`config.mk`:
```
export PLATFORM = sky130hd
export DESIGN_NAME = double_hash_table_insert_search
export DESIGN_NICKNAME = d
export VERILOG_FILES = /design/src/design/dhtis_pkg.sv /design/src/design/double_hash_table_insert_search.sv
export SDC_FILE = /design/constraint.sdc
export NUM_CORES = 1
export LEC_CHECK = 0
export BUFFER_PORTS_ARGS = -buffer_cell sky130_fd_sc_hd__buf_4
export CORE_AREA = 2 2 262 290
export DETAILED_ROUTE_END_ITERATION = 10
export DIE_AREA = 0 0 264 292
export HOLD_SLACK_MARGIN = 0.12
export PLACE_DENSITY_LB_ADDON = 0.08
export SYNTH_ARGS = -nofsm -noshare
export SYNTH_HDL_FRONTEND = slang
export SYNTH_SLANG_ARGS = --single-unit
```
`constraint.sdc`:
```
create_clock -name i_clk -period 7.1 [get_ports i_clk]
set_input_delay 0 -clock i_clk [delete_from_list [all_inputs] [get_ports i_clk]]
set_output_delay 0 -clock i_clk [all_outputs]
set_load 0.05 [all_outputs]
```
`src/design/dhtis_pkg.sv`:
```
// Shared types and constants for the double hashing table block.
`default_nettype none

package dhtis_pkg;

    // Default geometry of the table.
    localparam int DEF_TABLE_SIZE = 16;
    localparam int DEF_MAX_PROBES = 16;

    // Key and beat layout.
    localparam int KEY_W        = 31;
    localparam int KEY_PAD      = 32;
    localparam int STATUS_W     = 3;
    localparam int SLOT_OUT_W   = 4;
    localparam int STEPS_W      = 5;
    localparam int MAXS_W       = 5;
    localparam int TDATA_PAD    = 2;
    localparam int IN_TDATA_W   = KEY_PAD;
    localparam int OUT_TDATA_W  = SLOT_OUT_W + STEPS_W + MAXS_W + TDATA_PAD;

    typedef enum logic {
        OP_INSERT = 1'b0,
        OP_SEARCH = 1'b1
    } t_op;

    typedef enum logic [STATUS_W-1:0] {
        ST_INSERTED = 3'd0,
        ST_FOUND    = 3'd1,
        ST_MISSING  = 3'd2,
        ST_FULL     = 3'd3,
        ST_NOROOM   = 3'd4
    } t_status;

    typedef enum logic [5:0] {
        S_CLEAR = 6'b000001,
        S_IDLE  = 6'b000010,
        S_MOD   = 6'b000100,
        S_HASH  = 6'b001000,
        S_PROBE = 6'b010000,
        S_DONE  = 6'b100000
    } t_state;

endpackage

`default_nettype wire

```
`src/design/double_hash_table_insert_search.sv`:
```
// Open-addressing hash table with double hashing: insert and search of 31-bit keys.
// An item passes through the key residue, hash and probe states, the probes reading the
// table RAM one probe ahead of each check; an insert into a full table skips the probes.
// Its result is then registered for output, and a new item is accepted only after that.
// Reset: synchronous, active low; a clearing pass empties every slot, during which
// no beat is accepted.
`default_nettype none

module double_hash_table_insert_search
    import dhtis_pkg::*;
#(
    parameter int TABLE_SIZE = DEF_TABLE_SIZE,
    parameter int MAX_PROBES = DEF_MAX_PROBES
) (
    input  wire logic                   i_clk,
    input  wire logic                   i_rst_n,
    input  wire logic                   i_s_axis_tvalid,
    output logic                        o_s_axis_tready,
    input  wire logic [IN_TDATA_W-1:0]  i_s_axis_tdata,   // [30:0] key, [31] zero
    input  wire logic                   i_s_axis_tuser,   // [0] op
    output logic                        o_m_axis_tvalid,
    input  wire logic                   i_m_axis_tready,
    output logic [OUT_TDATA_W-1:0]      o_m_axis_tdata,   // [3:0] slot, [8:4] steps,
                                                          // [13:9] max_steps_out, [15:14] zero
    output logic [STATUS_W-1:0]         o_m_axis_tuser    // [2:0] status
);

    localparam int SLOT_W = (TABLE_SIZE > 1) ? $clog2(TABLE_SIZE) : 1;
    localparam int P_W    = $clog2(MAX_PROBES + 2);
    localparam int FREE_W = $clog2(TABLE_SIZE + 1);
    localparam int MEM_W  = KEY_W + 1;
    localparam int PROD_W = 2 * KEY_W + 1;
    localparam int RS     = KEY_W + $clog2(TABLE_SIZE);

    localparam logic [SLOT_W:0]        TSIZE     = (SLOT_W+1)'(TABLE_SIZE);
    localparam logic [SLOT_W:0]        TWO       = (SLOT_W+1)'(2);
    localparam logic [SLOT_W-1:0]      LAST_SLOT = SLOT_W'(TABLE_SIZE - 1);
    localparam logic [P_W-1:0]         LAST_INS  = P_W'(MAX_PROBES - 1);
    localparam logic [P_W-1:0]         MAX_P     = P_W'(MAX_PROBES);
    localparam logic [FREE_W-1:0]      FULL_FREE = FREE_W'(TABLE_SIZE);
    // Rounded-up reciprocal; (k * RECIP) >> RS is the exact quotient for every 31-bit key.
    localparam logic [KEY_W:0]         RECIP     =
        (KEY_W+1)'(((64'd1 << RS) + 64'(TABLE_SIZE) - 64'd1) / 64'(TABLE_SIZE));

    // (a + b) mod TABLE_SIZE for a below the size and b at most the size.
    function automatic logic [SLOT_W-1:0] add_mod(input logic [SLOT_W-1:0] a,
                                                  input logic [SLOT_W:0]   b);
        logic [SLOT_W:0] s;
        s = {1'b0, a} + b;
        if (s >= TSIZE) begin
            s = s - TSIZE;
        end
        return s[SLOT_W-1:0];
    endfunction

    // Table RAM: bit KEY_W is the used flag, the rest the key.
    logic [MEM_W-1:0] mem [TABLE_SIZE];
    logic [MEM_W-1:0] r_rd_data;

    t_state              r_state;
    t_op                 r_op;
    logic [KEY_W-1:0]    r_key;
    logic [PROD_W-1:0]   r_prod;
    logic [SLOT_W-1:0]   r_rem;
    logic [SLOT_W-1:0]   r_slot;
    logic [SLOT_W-1:0]   r_stride;
    logic [P_W-1:0]      r_p;
    logic [P_W-1:0]      r_last;
    logic                r_iss;
    logic                r_chk;
    logic [P_W-1:0]      r_chk_p;
    logic [SLOT_W-1:0]   r_chk_slot;
    logic [FREE_W-1:0]   r_free;
    logic [P_W-1:0]      r_max;
    logic [SLOT_W-1:0]   r_clr;
    t_status             r_res_status;
    logic [SLOT_W-1:0]   r_res_slot;
    logic [P_W-1:0]      r_res_steps;
    logic                r_out_valid;
    logic [STATUS_W-1:0] r_out_tuser;
    logic [OUT_TDATA_W-1:0] r_out_tdata;

    logic [SLOT_W-1:0] t2, t3, t4, t7, hash_base, hash_stride;
    logic [SLOT_W-1:0] quot_lo, key_rem;
    logic              rd_used, rd_match, chk_hit, chk_end, ins_we, mem_we, rd_en;
    logic [SLOT_W-1:0] mem_waddr;
    logic [MEM_W-1:0]  mem_wdata;
    logic [P_W-1:0]    chk_p1, n_max;

    // The remainder is below 2^SLOT_W, so only the low bits of k - q*TABLE_SIZE are needed.
    always_comb begin
        quot_lo = r_prod[RS +: SLOT_W];
        key_rem = r_key[SLOT_W-1:0] - SLOT_W'({1'b0, quot_lo} * TSIZE);
    end

    // Base (3k+2) and stride (7k+2), both reduced, from the key residue.
    always_comb begin
        t2          = add_mod(r_rem, {1'b0, r_rem});
        t3          = add_mod(t2, {1'b0, r_rem});
        t4          = add_mod(t2, {1'b0, t2});
        t7          = add_mod(t4, {1'b0, t3});
        hash_base   = add_mod(t3, TWO);
        hash_stride = add_mod(t7, TWO);
    end

    always_comb begin
        rd_used  = r_rd_data[KEY_W];
        rd_match = rd_used && (r_rd_data[KEY_W-1:0] == r_key);
        chk_hit  = r_chk && ((r_op == OP_INSERT) ? !rd_used : rd_match);
        chk_end  = r_chk && !chk_hit && (r_chk_p == r_last);
        ins_we   = (r_state == S_PROBE) && chk_hit && (r_op == OP_INSERT);
        rd_en    = (r_state == S_PROBE) && r_iss;
        chk_p1   = r_chk_p + 1'b1;
        n_max    = (r_max < chk_p1) ? chk_p1 : r_max;
        mem_we   = (r_state == S_CLEAR) || ins_we;
        if (r_state == S_CLEAR) begin
            mem_waddr = r_clr;
            mem_wdata = '0;
        end else begin
            mem_waddr = r_chk_slot;
            mem_wdata = {1'b1, r_key};
        end
    end

    always_ff @(posedge i_clk) begin
        if (mem_we) begin
            mem[mem_waddr] <= mem_wdata;
        end
        if (rd_en) begin
            r_rd_data <= mem[r_slot];
        end
    end

    always_ff @(posedge i_clk) begin
        if (!i_rst_n) begin
            r_state     <= S_CLEAR;
            r_clr       <= '0;
            r_free      <= FULL_FREE;
            r_max       <= '0;
            r_out_valid <= 1'b0;
            r_chk       <= 1'b0;
            r_iss       <= 1'b0;
        end else begin
            if (r_out_valid && i_m_axis_tready) begin
                r_out_valid <= 1'b0;
            end
            unique case (r_state)
                S_CLEAR: begin
                    r_clr <= r_clr + 1'b1;
                    if (r_clr == LAST_SLOT) begin
                        r_state <= S_IDLE;
                    end
                end
                S_IDLE: begin
                    if (i_s_axis_tvalid) begin
                        r_op    <= t_op'(i_s_axis_tuser);
                        r_key   <= i_s_axis_tdata[KEY_W-1:0];
                        r_prod  <= PROD_W'(i_s_axis_tdata[KEY_W-1:0]) * PROD_W'(RECIP);
                        r_state <= S_MOD;
                    end
                end
                S_MOD: begin
                    r_rem   <= key_rem;
                    r_state <= S_HASH;
                end
                S_HASH: begin
                    r_slot   <= hash_base;
                    r_stride <= hash_stride;
                    r_p      <= '0;
                    r_chk    <= 1'b0;
                    r_iss    <= 1'b1;
                    if (r_op == OP_INSERT) begin
                        r_last <= LAST_INS;
                        if (r_free == '0) begin
                            r_res_status <= ST_FULL;
                            r_res_slot   <= '0;
                            r_res_steps  <= '0;
                            r_state      <= S_DONE;
                        end else begin
                            r_state <= S_PROBE;
                        end
                    end else begin
                        r_last  <= r_max;
                        r_state <= S_PROBE;
                    end
                end
                S_PROBE: begin
                    // Reads run one probe ahead of the check of the returned word.
                    r_chk      <= r_iss;
                    r_chk_p    <= r_p;
                    r_chk_slot <= r_slot;
                    if (r_iss) begin
                        r_p    <= r_p + 1'b1;
                        r_slot <= add_mod(r_slot, {1'b0, r_stride});
                        r_iss  <= (r_p != r_last);
                    end
                    if (chk_hit) begin
                        r_chk      <= 1'b0;
                        r_iss      <= 1'b0;
                        r_state    <= S_DONE;
                        r_res_slot <= r_chk_slot;
                        if (r_op == OP_INSERT) begin
                            r_res_status <= ST_INSERTED;
                            r_res_steps  <= '0;
                            r_free       <= r_free - 1'b1;
                            r_max        <= n_max;
                        end else begin
                            r_res_status <= ST_FOUND;
                            r_res_steps  <= chk_p1;
                        end
                    end else if (chk_end) begin
                        r_chk      <= 1'b0;
                        r_iss      <= 1'b0;
                        r_state    <= S_DONE;
                        r_res_slot <= '0;
                        if (r_op == OP_INSERT) begin
                            r_res_status <= ST_NOROOM;
                            r_res_steps  <= '0;
                        end else begin
                            r_res_status <= ST_MISSING;
                            r_res_steps  <= r_max + 1'b1;
                        end
                    end
                end
                S_DONE: begin
                    if (!r_out_valid || i_m_axis_tready) begin
                        r_out_valid <= 1'b1;
                        r_out_tuser <= r_res_status;
                        r_out_tdata <= {{TDATA_PAD{1'b0}}, MAXS_W'(r_max),
                                        STEPS_W'(r_res_steps), SLOT_OUT_W'(r_res_slot)};
                        r_state     <= S_IDLE;
                    end
                end
                default: begin
                    r_state <= S_IDLE;
                end
            endcase
        end
    end

    assign o_s_axis_tready = (r_state == S_IDLE);
    assign o_m_axis_tvalid = r_out_valid;
    assign o_m_axis_tdata  = r_out_tdata;
    assign o_m_axis_tuser  = r_out_tuser;

    a_free_dec: assert property (@(posedge i_clk) disable iff (!i_rst_n)
        ins_we |=> (r_free == $past(r_free) - 1'b1))
        else $error("free count did not drop after an insert write");

    a_free_bound: assert property (@(posedge i_clk) disable iff (!i_rst_n)
        r_free <= FULL_FREE)
        else $error("free count above table size");

    a_max_bound: assert property (@(posedge i_clk) disable iff (!i_rst_n)
        r_max <= MAX_P)
        else $error("recorded step maximum above probe bound");

    a_ins_max: assert property (@(posedge i_clk) disable iff (!i_rst_n)
        ((r_state == S_DONE) && (r_res_status == ST_INSERTED)) |-> (r_max != '0))
        else $error("insert finished with zero step maximum");

endmodule

`default_nettype wire
```
==> Yosys cells after proc, flatten, opt, wreduce, memory -nomap -nowiden <==
Memory sizes are Yosys's and may differ from the RTL's. A register that Yosys moved wholly into a read port is not among the register bits.
Cells that the tools add are included.
{ "totals": {"n_memories": 1, "wordCells": 145, "regBits": 115, "ramBits": 512} }
{ "classes": {"mux": 53, "bitwise_logic": 1, "order_cmp": 8, "addsub": 19, "n_reduce_logical": 25, "eq_ne": 17} }
{ "memory_table": {"columns": ["memory", "depth", "width", "read_ports", "rd_clocked_by_memory_dff", "write_ports", "line_no", "rtl"], "rows": [
  ["mem", 16, 32, 1, 1, 1, "double_hash_table_insert_search.sv:57", "logic [MEM_W-1:0] mem [TABLE_SIZE];"]
]} }
{ "ops": {"columns": ["op", "n"], "rows": [
  ["$mux 4", 13],
  ["$mux 6", 7],
  ["$pmux 6 s6", 1],
  ["$ge 5x5->1 const B", 7],
  ["$mux 5", 7],
  ["$mux 32", 1],
  ["$eq 31x31->1", 1],
  ["$sub 4x1->4 const B", 7],
  ["$add 4x4->5", 5],
  ["$pmux 5 s2", 2],
  ["$pmux 4 s2", 2],
  ["$add 5x1->5 const B", 3],
  ["$mux 3", 5],
  ["$mux 1", 12],
  ["$reduce_and 3->1", 4],
  ["$add 4x2->5 const B", 2],
  ["$ne 2x2->1 const B", 5],
  ["$logic_and 1x1->1", 8],
  ["$reduce_and 4->1", 2],
  ["$eq 6x1->1 const B", 1],
  ["$eq 6x2->1 const B", 1],
  ["$eq 6x3->1 const B", 1],
  ["$eq 6x4->1 const B", 1],
  ["$eq 6x5->1 const B", 1],
  ["18 further kinds", 24]
]} }

==> Depth between registers and ports, before layout <==
Gate-level depths: netlist of run 1.
{ "logic_depth": {"depth_word": 12, "mapped_depth": 9, "mapped_depth_nobuf": 9} }

==> Worst setup path before layout of run 1 <==
Ideal clock, no wire load.
{ "synth_path": {"path_kind": "register -> register", "startpoint": "register r_state[5]", "endpoint": "memory mem[0][0] (netlist bit), enable pin", "path_slack_ns": 3.521, "t_required_ns": 6.679, "stages_incl_launch_ff": 8, "t_arrival_ns": 3.158, "path_cell_list": "dfxtp_1 or4_4 or3b_1 buf_6 nor2_8 and3_1 a21oi_1 nor2_1"} }
{ "synth_via": {"elab_chain_len": 6, "word_cells_on_any_way": 8, "classes_between": "eq/ne (2); mux (3); reduce/logical (3)"} }
{ "synth_lines": {"columns": ["item", "line_no", "rtl"], "rows": [
  ["start, declared", "double_hash_table_insert_search.sv:60", "t_state r_state;"],
  ["start signal, assigned", "double_hash_table_insert_search.sv:136", "r_state <= S_CLEAR;"],
  ["start signal, assigned", "double_hash_table_insert_search.sv:151", "r_state <= S_IDLE;"],
  ["start signal, assigned", "double_hash_table_insert_search.sv:159", "r_state <= S_MOD;"],
  ["$eq 6x5->1", "double_hash_table_insert_search.sv:111", "ins_we = (r_state == S_PROBE) && chk_hit && (r_op == OP_INSERT);"],
  ["$logic_and 1x1->1 (2 in a row)", "double_hash_table_insert_search.sv:111", null],
  ["$logic_or 1x1->1", "double_hash_table_insert_search.sv:115", "mem_we = (r_state == S_CLEAR) || ins_we;"],
  ["$mux 1", "double_hash_table_insert_search.sv:126", "if (mem_we) begin"],
  ["$mux 1 (implied by the code)", "double_hash_table_insert_search.sv:127", "mem[mem_waddr] <= mem_wdata;"],
  ["end, declared", "double_hash_table_insert_search.sv:57", null]
]} }
Parallel ways exist; a longest one is shown, timed or not.

==> Worst setup path after layout of run 1 <==
{ "layout_path": {"startpoint": "register r_key[26]", "endpoint": "memory mem[2][25] (netlist bit), enable pin"} }
{ "layout_via": {"elab_chain_len": 9} }
{ "layout_lines": {"columns": ["item", "line_no", "rtl"], "rows": [
  ["start, declared", "double_hash_table_insert_search.sv:62", "logic [KEY_W-1:0] r_key;"],
  ["start signal, assigned", "double_hash_table_insert_search.sv:157", "r_key <= i_s_axis_tdata[KEY_W-1:0];"],
  ["$eq 31x31->1", "double_hash_table_insert_search.sv:108", "rd_match = rd_used && (r_rd_data[KEY_W-1:0] == r_key);"],
  ["$logic_and 1x1->1", "double_hash_table_insert_search.sv:108", null],
  ["$mux 1", "double_hash_table_insert_search.sv:109", "chk_hit = r_chk && ((r_op == OP_INSERT) ? !rd_used : rd_match);"],
  ["$logic_and 1x1->1", "double_hash_table_insert_search.sv:109", null],
  ["$logic_and 1x1->1 (2 in a row)", "double_hash_table_insert_search.sv:111", null],
  ["$logic_or 1x1->1", "double_hash_table_insert_search.sv:115", null],
  ["$mux 1", "double_hash_table_insert_search.sv:126", null],
  ["$mux 1 (implied by the code)", "double_hash_table_insert_search.sv:127", null]
]} }
No other way between the ends.

==> results, run 1 <==
- The clock reaches the later pin of the worst-skew pair after 600 ps.
- STA classifies the critical path startpoint as a register.
- The worst hold path stage count is 2.
- The startpoint of the lowest-slack register-to-register path is r_key[26]$_DFFE_PP_.
- The final layout contains 1433 nets.
- The total count of hold-check failures in the final report came to 0.
- The count of final max-slew check failures is 0.
- Setup repair after global routing left no endpoint under its margin.
- For this run, the number of Yosys warnings is 0.
- The signal on the critical path passes through xor2_1 > nor4_1 > nand4_1 > o22ai_1 > buf_4 > a41oi_1 > nor2_4 > buf_12.
- The transition time of the tightest slew-check pin is 1140 ps.
- The maximum number of pins on one net before global-route repair is about 130.
- The cell count after synthesis came out at 1208.
- For this configuration, the core starts out at a cell density of 0.347.
- The remaining routing DRC violations is 0.
- After detailed routing, the total wire length is between 60000 and 70000 µm.
- The combined area of the multi-input logic cells is 5970 µm².
- Of the post-synthesis cell area, the dominant cell type holds 0.744.
- The congestion estimate from routability-driven global placement came to about 0.7.
- Headroom to the max-slew limit came out at 0.236.
- By count the netlist is led by edfxtp_1, mux4_2, xor2_1.
- For this run, the register share of the synthesized area comes to 0.762.
- The number of buffers between clock root and the deepest sink is 3.
- Setup violations remaining at the end of the flow were counted as 0.
- TritonCTS created between 70 and 80 clock buffers.
- The layout filler cell count is ~6600.
- The first-iteration detailed-routing DRC count is 897.
- The number of buffers and inverters on the critical path is 2.
- The summed area of non-filler cells in the final layout is just over 30000 µm².
- In this run the remaining antenna-violating nets after routing total 0.
- The number of unique standard cell types used by synthesis is 51.
- The first TritonRoute pass finished after 5 iterations.
- For this run the aggregate overflow at the end of global routing stands at 0.
- The launching instance or port of the critical path is r_key[26]$_DFFE_PP_.
- In this design, the stage delay of the slowest critical-path cell is roughly 900 ps.
- The path type of the worst setup path is register to register.
- The portion of the clock cycle consumed by the worst path in the final layout is 0.604.
- TritonCTS built the clock tree.
- The flow ran to the end, and the final reports show no timing, DRC or antenna violations.
- The data arrival time at the worst-slack endpoint is about 4600 ps.
- Counting flops with an async set or reset pin after synthesis yields a share of 0.
- The worst hold-check path type is primary input to register.
- The slack of the worst reg-to-reg path is about 2800 ps.
- The cell type group with the largest total delay on the critical path is simple AND/OR/NAND/NOR gates.
- In this run the most critical hold path is launched from i_s_axis_tdata[5].
- Setup total negative slack on the finished layout was measured at 0 ps.
- The number of flip-flops and latches in the synthesized netlist is between 600 and 700.
- The die height is 292 µm.
- The most used flip-flop cell after synthesis is edfxtp_1.
- The die outline width is between 200 and 300 µm.
- The standard cell area after detailed placement is approximately 28000 µm².
- The smallest clock period supported by the final layout is computed as 4290 ps.
- The total I/O pin count is 58.
- After floorplanning, the core was sized to cover 74100 µm².
- IR analysis of the VDD net gives a maximum drop of approximately 0.2 mV.
- The largest total area in the synthesized netlist belongs to edfxtp_1.
- The die covers approximately 77000 µm².
- Of all nets on the critical path, the largest fanout is 19.
- STA classifies the critical path endpoint as a register.
- The average cell area after synthesis is about 21 µm².
- For hold timing, the worst endpoint is r_key[5]$_DFFE_PP_.
- The number of global-route vias before repair is roughly 13000.
- The average wire length per cell after detail routing is between 20 and 30 µm.
- By instance count, the leading cell after synthesis is edfxtp_1.
- The H-tree was split into 3 levels.
- The max-capacitance violation count is 0.
- The endpoint identified for the worst register-to-register timing path is mem[2][25]$_DFFE_PP_.
- At the worst endpoint, the required time is around 7400 ps.
- The number of antenna violations at the first check in global routing was 0.
- The count of antenna diodes in the layout is 0.
- The cell sitting at the root of the clock tree is a clkbuf_16.
- Counting flops with a built-in enable in the synthesized netlist gives around 640.
- On the final layout, the worst clock skew is roughly 25 ps.
- Ranked by total cell area, the synthesized netlist is headed by edfxtp_1, mux4_2, dfxtp_1.
- The power per standard cell area is 328 nW/µm².
- The share of cells above drive strength 1 is 0.255.
- The flip-flop and latch area is 19600 µm².
- The count of buffers added on input and output ports is 54.
- The slowest stage of the critical path is the nor2_4 cell.
- The floorplan has between 100 and 150 rows.
- Counting every sink on the clock net gives between 600 and 700.
- The standby leakage power is between 0.009 and 0.01 µW.
- For the worst flop-to-flop path, the logic depth is 8.
- The area of the mapped netlist is between 20000 and 30000 µm².
- The total routing usage reported by global routing is 0.167.
- Once the clock tree was built, the resizer swapped 0 gates to a different size.
- Dividing the detail-routed via count by the number of cells gives between 5 and 6.
- The first-pass GRT wire length is 91600 µm.
- The HPWL after detailed placement is roughly 33000 µm.
- After clock tree synthesis, the clock-pin slew on the worst setup and hold paths is ~60 ps.
- Compared with the post-synthesis result, the final layout area differs by 18.2%.
- Detailed routing inserted a total of roughly 12000 vias.
- Timing would allow up to ~0.23 GHz.
per-layer routing:
metal	wire, µm	vias up	track usage
met5	0	-	0
met4	1370	0	0.0524
met3	2280	88	0.0250
met2	32400	221	0.290
met1	26900	6619	0.215
li1	-	5289	-
power breakdown:
| group | switching (µW) | internal [µW] |
|---|---|---|
| combinational | 949 | 318 |
| clock | 1490 | 2050 |
| sequential | 85.8 | 5070 |
| total | 2530 | 7440 |
through the flow:
stage	worst slack (ps)	total power, µW	util	instances	hold WS, ps
floorplan	3520	5890	-	1209	98.9
global placement	2730	6480	0.371	2202	178
global route	2640	10400	0.410	2394	141
detailed placement	2740	6530	0.371	2202	179
CTS	2700	10100	0.410	2394	125
finish	2810	9970	0.410	2394	156
worst max-delay path by stage:
stage | to | slack (ps) | cells past startpoint
3_5_place_dp | mem[2][30]$_DFFE_PP_ | 2740 | 8
2_1_floorplan | mem[0][0]$_DFFE_PP_ | 3520 | 7
5_1_grt | mem[2][25]$_DFFE_PP_ | 2640 | 8
4_1_cts | mem[2][25]$_DFFE_PP_ | 2700 | 8
3_3_place_gp | mem[2][30]$_DFFE_PP_ | 2730 | 8
6_report | mem[2][25]$_DFFE_PP_ | 2810 | 8
layout by cell type, fill, tap and decap left out, types with 12 or more instances in the layout:
cell,netlist,layout
edfxtp_1,636,636
mux4_2,160,160
buf_4,2,76
clkbuf_16,0,75
dlygate4sd3_1,0,64
xor2_1,46,46
and2_1,38,38
nand2_1,32,32
dfxtp_1,23,23
clkbuf_1,38,19
xnor2_1,17,17
nor2_4,0,16
ha_1,16,16
clkinv_1,0,16
nand2b_1,15,15
inv_1,15,13
nor4_1,12,12
nor2_1,28,12
registers in the layout, summed over array words and instances, names as in the netlist, 5 cells and up:
signal / cells
r_p: 5
o_m_axis_tdata: 14
r_chk_p: 5
r_key: 31
r_state: 6
r_rd_data: 32
r_last: 5
mem: 512
r_max: 5
r_res_steps: 5
r_free: 5
area by class of cell:
| type | instances | share of cell area |
|---|---|---|
| clock buffers | 95 | 0.0646 |
| inverters | 15 | 0.00185 |
| well taps | 963 | 0.0397 |
| repair buffers | 148 | 0.0452 |
| multi-input cells | 481 | 0.197 |
| clock inverters | 33 | 0.00763 |
| flip-flops and latches | 659 | 0.644 |
kinds of logic after synthesis:
group / after synthesis / synth area share
other: 1 / 0.000146
and+or+nand+nor: 183 / 0.0403
DFF: 659 / 0.762
AOI/OAI and AO/OA: 42 / 0.0107
adders and majority gates: 18 / 0.00936
buffers and inverters: 69 / 0.0108
xor gates and xnor gates: 63 / 0.0215
muxes: 173 / 0.146
timing repair:
item | in CTS | in global routing
buffers inserted | 0 | 0
endpoints found under the hold margin | 55 | 0
hold buffers | 64 | 0
No activity file was read; power rests on OpenSTA's default activity.
==> run 2, diff against run 1 <==
- ABC_AREA: not set -> 1
- CORE_AREA: 2 2 262 290 -> 2 2 269 297
- DIE_AREA: 0 0 264 292 -> 0 0 271 299
- clock period: 7.1 -> 3.5 ns (I/O delays scaled with it)
==> run 2 against run 1 <==
Effect of this change: sequential power grew 96%; largest cell class unchanged; worst hold slack got worse by 7.5 ps; critical endpoint is now r_res_slot[0]$_SDFFCE_PN0P_; design area increased by 5.8%; highest routed layer unchanged.
==> results, run 2 <==
- The total I/O pin count came to 58 (unchanged).
- The average cell area after synthesis came to 13.5 µm² (-37%).
- The first-iteration detailed-routing DRC count is 1096 (+22%).
- Setup repair after global routing left no endpoint under its margin.
- The accumulated negative setup slack is 0 ps (unchanged).
- The worst hold-check path type is primary input to register.
- The commonest register cell after synthesis is edfxtp_1.
- The logic depth of the worst path, buffers included is 12 (+4).
- The number of H-tree branching levels is 3 (unchanged).
- The root buffer cell is clkbuf_16.
- The maximum fanout along the worst path is 12 (-7).
- The part of the Yosys area used for sequential elements came to 0.723 (-0.0383).
- The switching power of the nets is 5010 µW (+98%).
- The area of the mapped netlist is 27000 µm² (+5.3%).
- The worst-case hold slack is 148 ps (-7.48 ps).
- The remaining routing DRC violations was 0 (unchanged).
- The die outline width is 271 µm (+2.7%).
- The combinational share of power is 0.112 (-0.015).
- The largest vdd supply drop is 0.351 mV (+72%).
- The number of buffers between clock root and the deepest sink is 3 (unchanged).
- The total routing usage reported by global routing came to 0.176 (+0.00877).
- The clock transition at the registers of the reported paths was 50 ps (about the same).
- Broken down by cell family, the worst path's largest delay share belongs to simple AND/OR/NAND/NOR gates.
- The number of nets with antenna violations after routing came to 0 (unchanged).
- The first-pass GRT wire length is 105000 µm (+14%).
- The power per standard cell area is 618 nW/µm² (+88%).
- The detailed-route via count is 15900 (+30%).
- The last weighted congestion value of the routability-driven placer is 0.753 (+5.3%).
- The most prevalent standard cell on the critical path is nand2_4.
- The area of the core came to 78200 µm² (+5.6%).
- The number of flip-flops and latches in the synthesized netlist is 659 (unchanged).
- The number of unique standard cell types used by synthesis is 41 (-20%).
- The signed area change from the synthesized netlist to the final layout is 18.8%.
- The final-stage net count was 2208 (+54%).
- In the post-synthesis netlist, the biggest area contributors are edfxtp_1, mux2i_1, inv_1.
- The relative max-transition margin is 0.256 (+0.0203).
- The fraction of synthesized cell area taken by the top area cell type is 0.706 (-0.0374).
- The total iterations of the first detailed-routing run is 5 (unchanged).
- The count of final max-slew check failures is 0 (unchanged).
- The overall overflow remaining after global route is 0 (unchanged).
- The largest registers in the layout are mem: 512 flops, r_rd_data: 32 flops, r_key: 31 flops.
- The final count of negative-setup-slack endpoints was 0 (unchanged).
- The flip-flop and latch area is 19600 µm² (unchanged).
- The overall power consumption came to 19900 µW (+99%).
- The count of antenna diodes in the layout is 0 (unchanged).
- The ratio of routed vias to standard cells is 4.87 (-4.5%).
- The die height is 299 µm (+2.4%).
- The largest individual stage delay along the critical path comes from the cell edfxtp_1.
- The combined area of the multi-input logic cells is 6170 µm² (+3.4%).
- The full die area came to 81000 µm² (+5.1%).
- The transition time of the tightest slew-check pin is 1110 ps (-23.3 ps).
- The async set-or-reset flop fraction in the synthesized netlist was 0 (unchanged).
- The count of buffers from port buffering is 54 (unchanged).
- The number of synthesized flops with an enable pin was 636 (unchanged).
- The routed wire length is 70800 µm (+12%).
- The most common library cell in the layout ignoring fill and taps is edfxtp_1.
- The upper clock frequency limit is 0.337 GHz (+45%).
- The critical path is of the register to register type.
- The sequential cell fraction of total power is 0.508 (-0.009).
- The yosys synthesis warning count came to 0 (unchanged).
- The portion of the clock cycle consumed by the worst path in the final layout is 0.848 (+0.243).
- TritonCTS built the clock tree.
- The delay of the slowest critical-path stage is 560 ps (-340 ps).
- The number of cells on the worst reg-to-reg path is 12 (+4).
- The setup clock skew after layout is 19.2 ps (-6.27 ps).
- The worst hold path stage count is 2 (unchanged).
- The average wire length per cell after detail routing is 21.7 µm (-17%).
- The dominant cell by count in the synthesized netlist is edfxtp_1.
- The number of global-route vias before repair was 15800 (+22%).
- The standby leakage power is 0.0118 µW (+21%).
- The maximum number of pins on one net before global-route repair came to 131 (-0.76%).
- The count of clock tree sinks is 659 (unchanged).
- The clock latency reported for the late side of the worst-skew pair came to 620 ps (+20 ps).
- The clock buffer count from CTS is 75 (+2.7%).
- The total count of hold-check failures in the final report is 0 (unchanged).
- The switching part of the total power was 0.252 (-0.00136).
- The synthesized instance count is 2008 (+66%).
- The number of buffers inserted by post-CTS setup repair is 0 (unchanged).
- The effective utilization at floorplan is 0.346 (-0.000972).
- The signal on the critical path passes through nand2_2 > nor2_1 > nand2_1 > nor2_1 > nand2_1 > nor2_2 > nand2_4 > nand2_4 > nand2_4 > nand3_2 > nand4_1 > inv_1.
- Counting instances in the post-synthesis netlist gives the leading cell types as edfxtp_1, inv_1, nand2_1.
- The share of total power in the clock network is 0.380 (+0.025).
- The share of cells above drive strength 1 is 0.114 (-0.141).
- mem holds more flip-flops than any other register.
- The number of antenna violations at the first check in global routing came to 0 (unchanged).
- The minimum clock period is 2970 ps (-1320 ps).
- The internal cell power is 14900 µW (+100%).
- The top cell types in the final layout, fill and taps aside, are edfxtp_1, inv_1, nand2_1.
- The synthesized design spends more area on one cell type than any other, namely edfxtp_1.
- STA classifies the critical path startpoint as a register.
- The data arrival time at the worst-slack endpoint came to 3210 ps (-1360 ps).
- The half-perimeter wire length after detailed placement is 38100 µm (+16%).
- The required time at the worst-slack endpoint came to 3740 ps (-3640 ps).
- The number of core rows was 108 (+2.9%).
- The category of the worst setup path capture point is a register.
- The flow ran to the end, and the final reports show no timing, DRC or antenna violations.
- The flip-flop count of the largest register, all copies and words added came to 512 (unchanged).
- The number of buffers and inverters on the critical path is 1 (-1).
- The max-capacitance violation count is 0 (unchanged).
- The layout filler cell count is 7247 (+9.7%).
-- run 2: repair_timing --
item	4_1_cts	5_1_grt
hold buffers	64	0
endpoints found under the hold margin	82	0
resized for setup	0	0
-- run 2: worst reg2reg max path, cell delays in order (launching register included) --
cell      delay [ps]
edfxtp_1         560
nand2_2          110
nor2_1           320
nand2_1           90
nor2_1            90
nand2_1           80
nor2_2           380
nand2_4          150
nand2_4           90
nand2_4           90
nand3_2          140
nand4_1           90
inv_1            390
-- run 2: cells by family after synthesis --
kind of cell,Yosys count,synth area share
AOI/OAI and AO/OA,460,0.0980
xor gates and xnor gates,34,0.0110
adders and majority gates,18,0.00888
buffers and inverters,368,0.0542
DFF,659,0.723
muxes,129,0.0478
other,1,0.000139
and+or+nand+nor,339,0.0566
-- run 2: power by group through the flow --
stage	sequential, µW	combinational, µW	clock [µW]
after detailed placement	10300	2230	0
after CTS	10100	2290	7810
final	10100	2220	7560
after global routing	10100	2470	8080
after global placement	10200	2180	0
after floorplan	10300	1050	0
-- run 2: path summary, 6_finish.rpt --
| check | from | end | slack [ps] |
|---|---|---|---|
| worst min register to register | r_res_slot[1]$_SDFFCE_PN0P_ | o_m_axis_tdata[1]$_DFFE_PP_ | 420 |
| worst max-delay path | r_op$_DFFE_PP_ | r_res_slot[0]$_SDFFCE_PN0P_ | 530 |
| worst min-delay path | i_s_axis_tdata[11] | r_key[11]$_DFFE_PP_ | 150 |
| worst max register to register | r_op$_DFFE_PP_ | r_res_slot[0]$_SDFFCE_PN0P_ | 530 |
-- run 2: area by class of cell --
type                       instances  share of cell area
sequential                       659               0.609
multi-input combinational        982               0.192
clock buffer                      97              0.0630
timing repair buffer             169              0.0542
tap                             1045              0.0407
inverter                         266              0.0312
clock inverter                    36              0.0101
-- run 2: routing by layer --
layer | global-route usage | part of all wire | vias to the layer above
met2 | 0.297 | 0.49 | 251
met5 | 0 | 0 | -
li1 | - | - | 7535
met3 | 0.0250 | 0.031 | 96
met1 | 0.234 | 0.46 | 7976
met4 | 0.0546 | 0.024 | 0
-- run 2: metrics by stage --
step / util / instance area, µm² / std cells / setup WS, ps
final: 0.411 / 32100 / 3254 / 534
after global routing: 0.411 / 32100 / 3254 / 364
after CTS: 0.411 / 32100 / 3254 / 515
after detailed placement: 0.372 / 29100 / 3057 / 535
after global placement: 0.372 / 29100 / 3057 / 594
after floorplan: - / 27000 / 2009 / 123
==> run 3, diff against run 2 <==
- clock period: 3.5 -> 3.06 ns (I/O delays scaled with it)
==> run 3 against run 2 <==
Effect of this change: worst hold slack got worse by 3.5 ps; sequential power rose by 14%; design area fell by 0.30%; global-route usage rose by 0.33 points; die area did not move; sequential share of layout area rose by 0.18 points.
==> results, run 3 (synthesized netlist as in run 2, its figures left out) <==
- TritonCTS built the clock tree.
- The ratio of routed vias to standard cells is 4.91 (+0.84%).
- The standby leakage power is 0.0118 µW (about the same).
- The power per standard cell area is 703 nW/µm² (+14%).
- The die outline width was 271 µm (unchanged).
- The number of buffers inserted by post-CTS setup repair is 0 (unchanged).
- The summed area of non-filler cells in the final layout is 32000 µm² (-0.30%).
- The worst setup path is of the register to register kind.
- The relative max-transition margin is 0.448 (+0.192).
- The count of antenna diodes in the layout came to 0 (unchanged).
- The smallest setup slack after layout was 179 ps (-355 ps).
- The total I/O pin count was 58 (unchanged).
- The final count of negative-setup-slack endpoints is 0 (unchanged).
- The number of buffers between clock root and the deepest sink is 3 (unchanged).
- The maximum number of pins on one net before global-route repair is 130 (-0.76%).
- Leaving out fill and tap cells, the most frequent cell in the layout is edfxtp_1.
- The count of final max-slew check failures came to 0 (unchanged).
- The share of cells above drive strength 1 is 0.118 (+0.00362).
- The minimum clock period is 2880 ps (-85.2 ps).
- The path class of the tightest hold or removal check is primary input to register.
- The portion of the clock cycle consumed by the worst path in the final layout is 0.942 (+0.0940).
- The total count of hold-check failures in the final report is 0 (unchanged).
- The full die area is 81000 µm² (unchanged).
- The accumulated negative setup slack is 0 ps (unchanged).
- The number of H-tree branching levels was 3 (unchanged).
- The number of buffers added to fix hold violations after cts was 56 (-13%).
- The count of buffers from port buffering is 54 (unchanged).
- The pre-CTS worst setup slack came to 212 ps (-323 ps).
- The largest registers in the layout are mem: 512 flops, r_rd_data: 32 flops, r_key: 31 flops.
- The data arrival time at the worst-slack endpoint is 3180 ps (-30 ps).
- The required time at the worst-slack endpoint is 3360 ps (-380 ps).
- The average wire length per cell after detail routing is 22.3 µm (+2.6%).
- The setup clock skew after layout is 21.6 ps (+2.36 ps).
- The critical path startpoint category is a register.
- The effective utilization at floorplan is 0.346 (unchanged).
- The die height was 299 µm (unchanged).
- The count of clock tree sinks is 659 (unchanged).
- The total routing usage reported by global routing is 0.179 (+0.00325).
- In the layout the commonest cells are edfxtp_1, inv_1, nand2_1.
- The first-pass GRT wire length was 106000 µm (+1.3%).
- The overall overflow remaining after global route is 0 (unchanged).
- The standard cell area after detailed placement was 29200 µm² (+0.24%).
- The transition time of the tightest slew-check pin is 828 ps (-287 ps).
- Counting flops per register, the top entry is mem.
- The number of gates given a new drive strength after cts is 0 (unchanged).
- Compared with the post-synthesis result, the final layout area differs by 18.5%.
- The final-stage net count is 2208 (unchanged).
- The last weighted congestion value of the routability-driven placer was 0.744 (-1.2%).
- The first-iteration detailed-routing DRC count was 1162 (+6.0%).
- Setup repair after global routing left no endpoint under its margin.
- The detailed-route via count is 16000 (+0.84%).
- The largest vdd supply drop is 0.386 mV (+9.8%).
- The maximum fanout along the worst path is 11 (-1).
- The number of core rows is 108 (unchanged).
- The max-capacitance violation count is 0 (unchanged).
- The flow ran to the end, and the final reports show no timing, DRC or antenna violations.
- The area of the core is 78200 µm² (unchanged).
- The upper clock frequency limit came to 0.347 GHz (+3.0%).
- The category of the worst setup path capture point is a register.
- The clock latency reported for the late side of the worst-skew pair was 610 ps (about the same).
- The number of global-route vias before repair is 15600 (-1.7%).
- The number of nets with antenna violations after routing was 0 (unchanged).
- The total iterations of the first detailed-routing run is 7 (+2).
- The clock transition at the registers of the reported paths came to 60 ps (about the same).
- The remaining routing DRC violations is 0 (unchanged).
- The flip-flop count of the largest register, all copies and words added is 512 (unchanged).
- The routed wire length is 72600 µm (+2.6%).
- The number of antenna violations at the first check in global routing came to 0 (unchanged).
- The placed cell count came to 3067 (+0.33%).
- The clock buffer count from CTS is 73 (-2.7%).
- The count of placed standard cells in the final layout, fillers left out is 3254 (unchanged).
- The root buffer cell is clkbuf_16.
- The half-perimeter wire length after detailed placement is 39200 µm (+3.0%).
## run 3: changes by cell type in the layout (fill, tap and decap cells not counted), sizes merged
cell         before  now
buf             105  115
clkbuf           97   88
clkinv           29   36
dlygate4sd3      64   56
## run 3: worst max-delay path, cell delays in order (launching register included)
cell	delay (ps)
edfxtp_1	530
inv_1	300
nand4_4	250
nand2_1	280
nand3_1	380
nor2_4	580
buf_12	240
## run 3: cell type report
type,instances,area [µm²]
clock inverters,43,329
fillers,7244,46200
multi-input cells,982,6170
well taps,1045,1310
inverters,266,1000
flip-flops and latches,659,19600
repair buffers,171,1720
clock buffers,88,1940
## run 3: power by group
| part | internal (µW) | leakage [µW] | switching [µW] |
|---|---|---|---|
| combinational | 507 | 0.00469 | 2060 |
| sequential | 11400 | 0.00600 | 168 |
| clock | 4920 | 0.00112 | 3510 |
| total | 16800 | 0.0118 | 5740 |
## run 3: layer usage
metal,part of all wire,track usage,routed length [µm],vias up
met5,0,0,0,-
met4,0.021,0.0521,1500,0
met3,0.038,0.0246,2740,99
met2,0.49,0.303,35600,318
met1,0.45,0.240,32700,8056
li1,-,-,-,7519
## run 3: final timing paths
kind                                  from  depth (start not counted)                     endpoint  slack (ps)
min                     i_s_axis_tdata[25]                          2          r_key[25]$_DFFE_PP_         140
min reg2reg  r_res_status[1]$_SDFFCE_PN1P_                          0  o_m_axis_tuser[1]$_DFFE_PP_         420
max                         r_op$_DFFE_PP_                          6         mem[0][16]$_DFFE_PP_         180
max reg2reg                 r_op$_DFFE_PP_                          6         mem[0][16]$_DFFE_PP_         180
## run 3: through the flow
step	total power (µW)	hold WS [ps]	util
detailed placement	14300	180	0.373
global route	23400	130	0.409
floorplan	12900	98.9	-
global placement	14200	178	0.373
finish	22500	145	0.409
CTS	22800	122	0.409
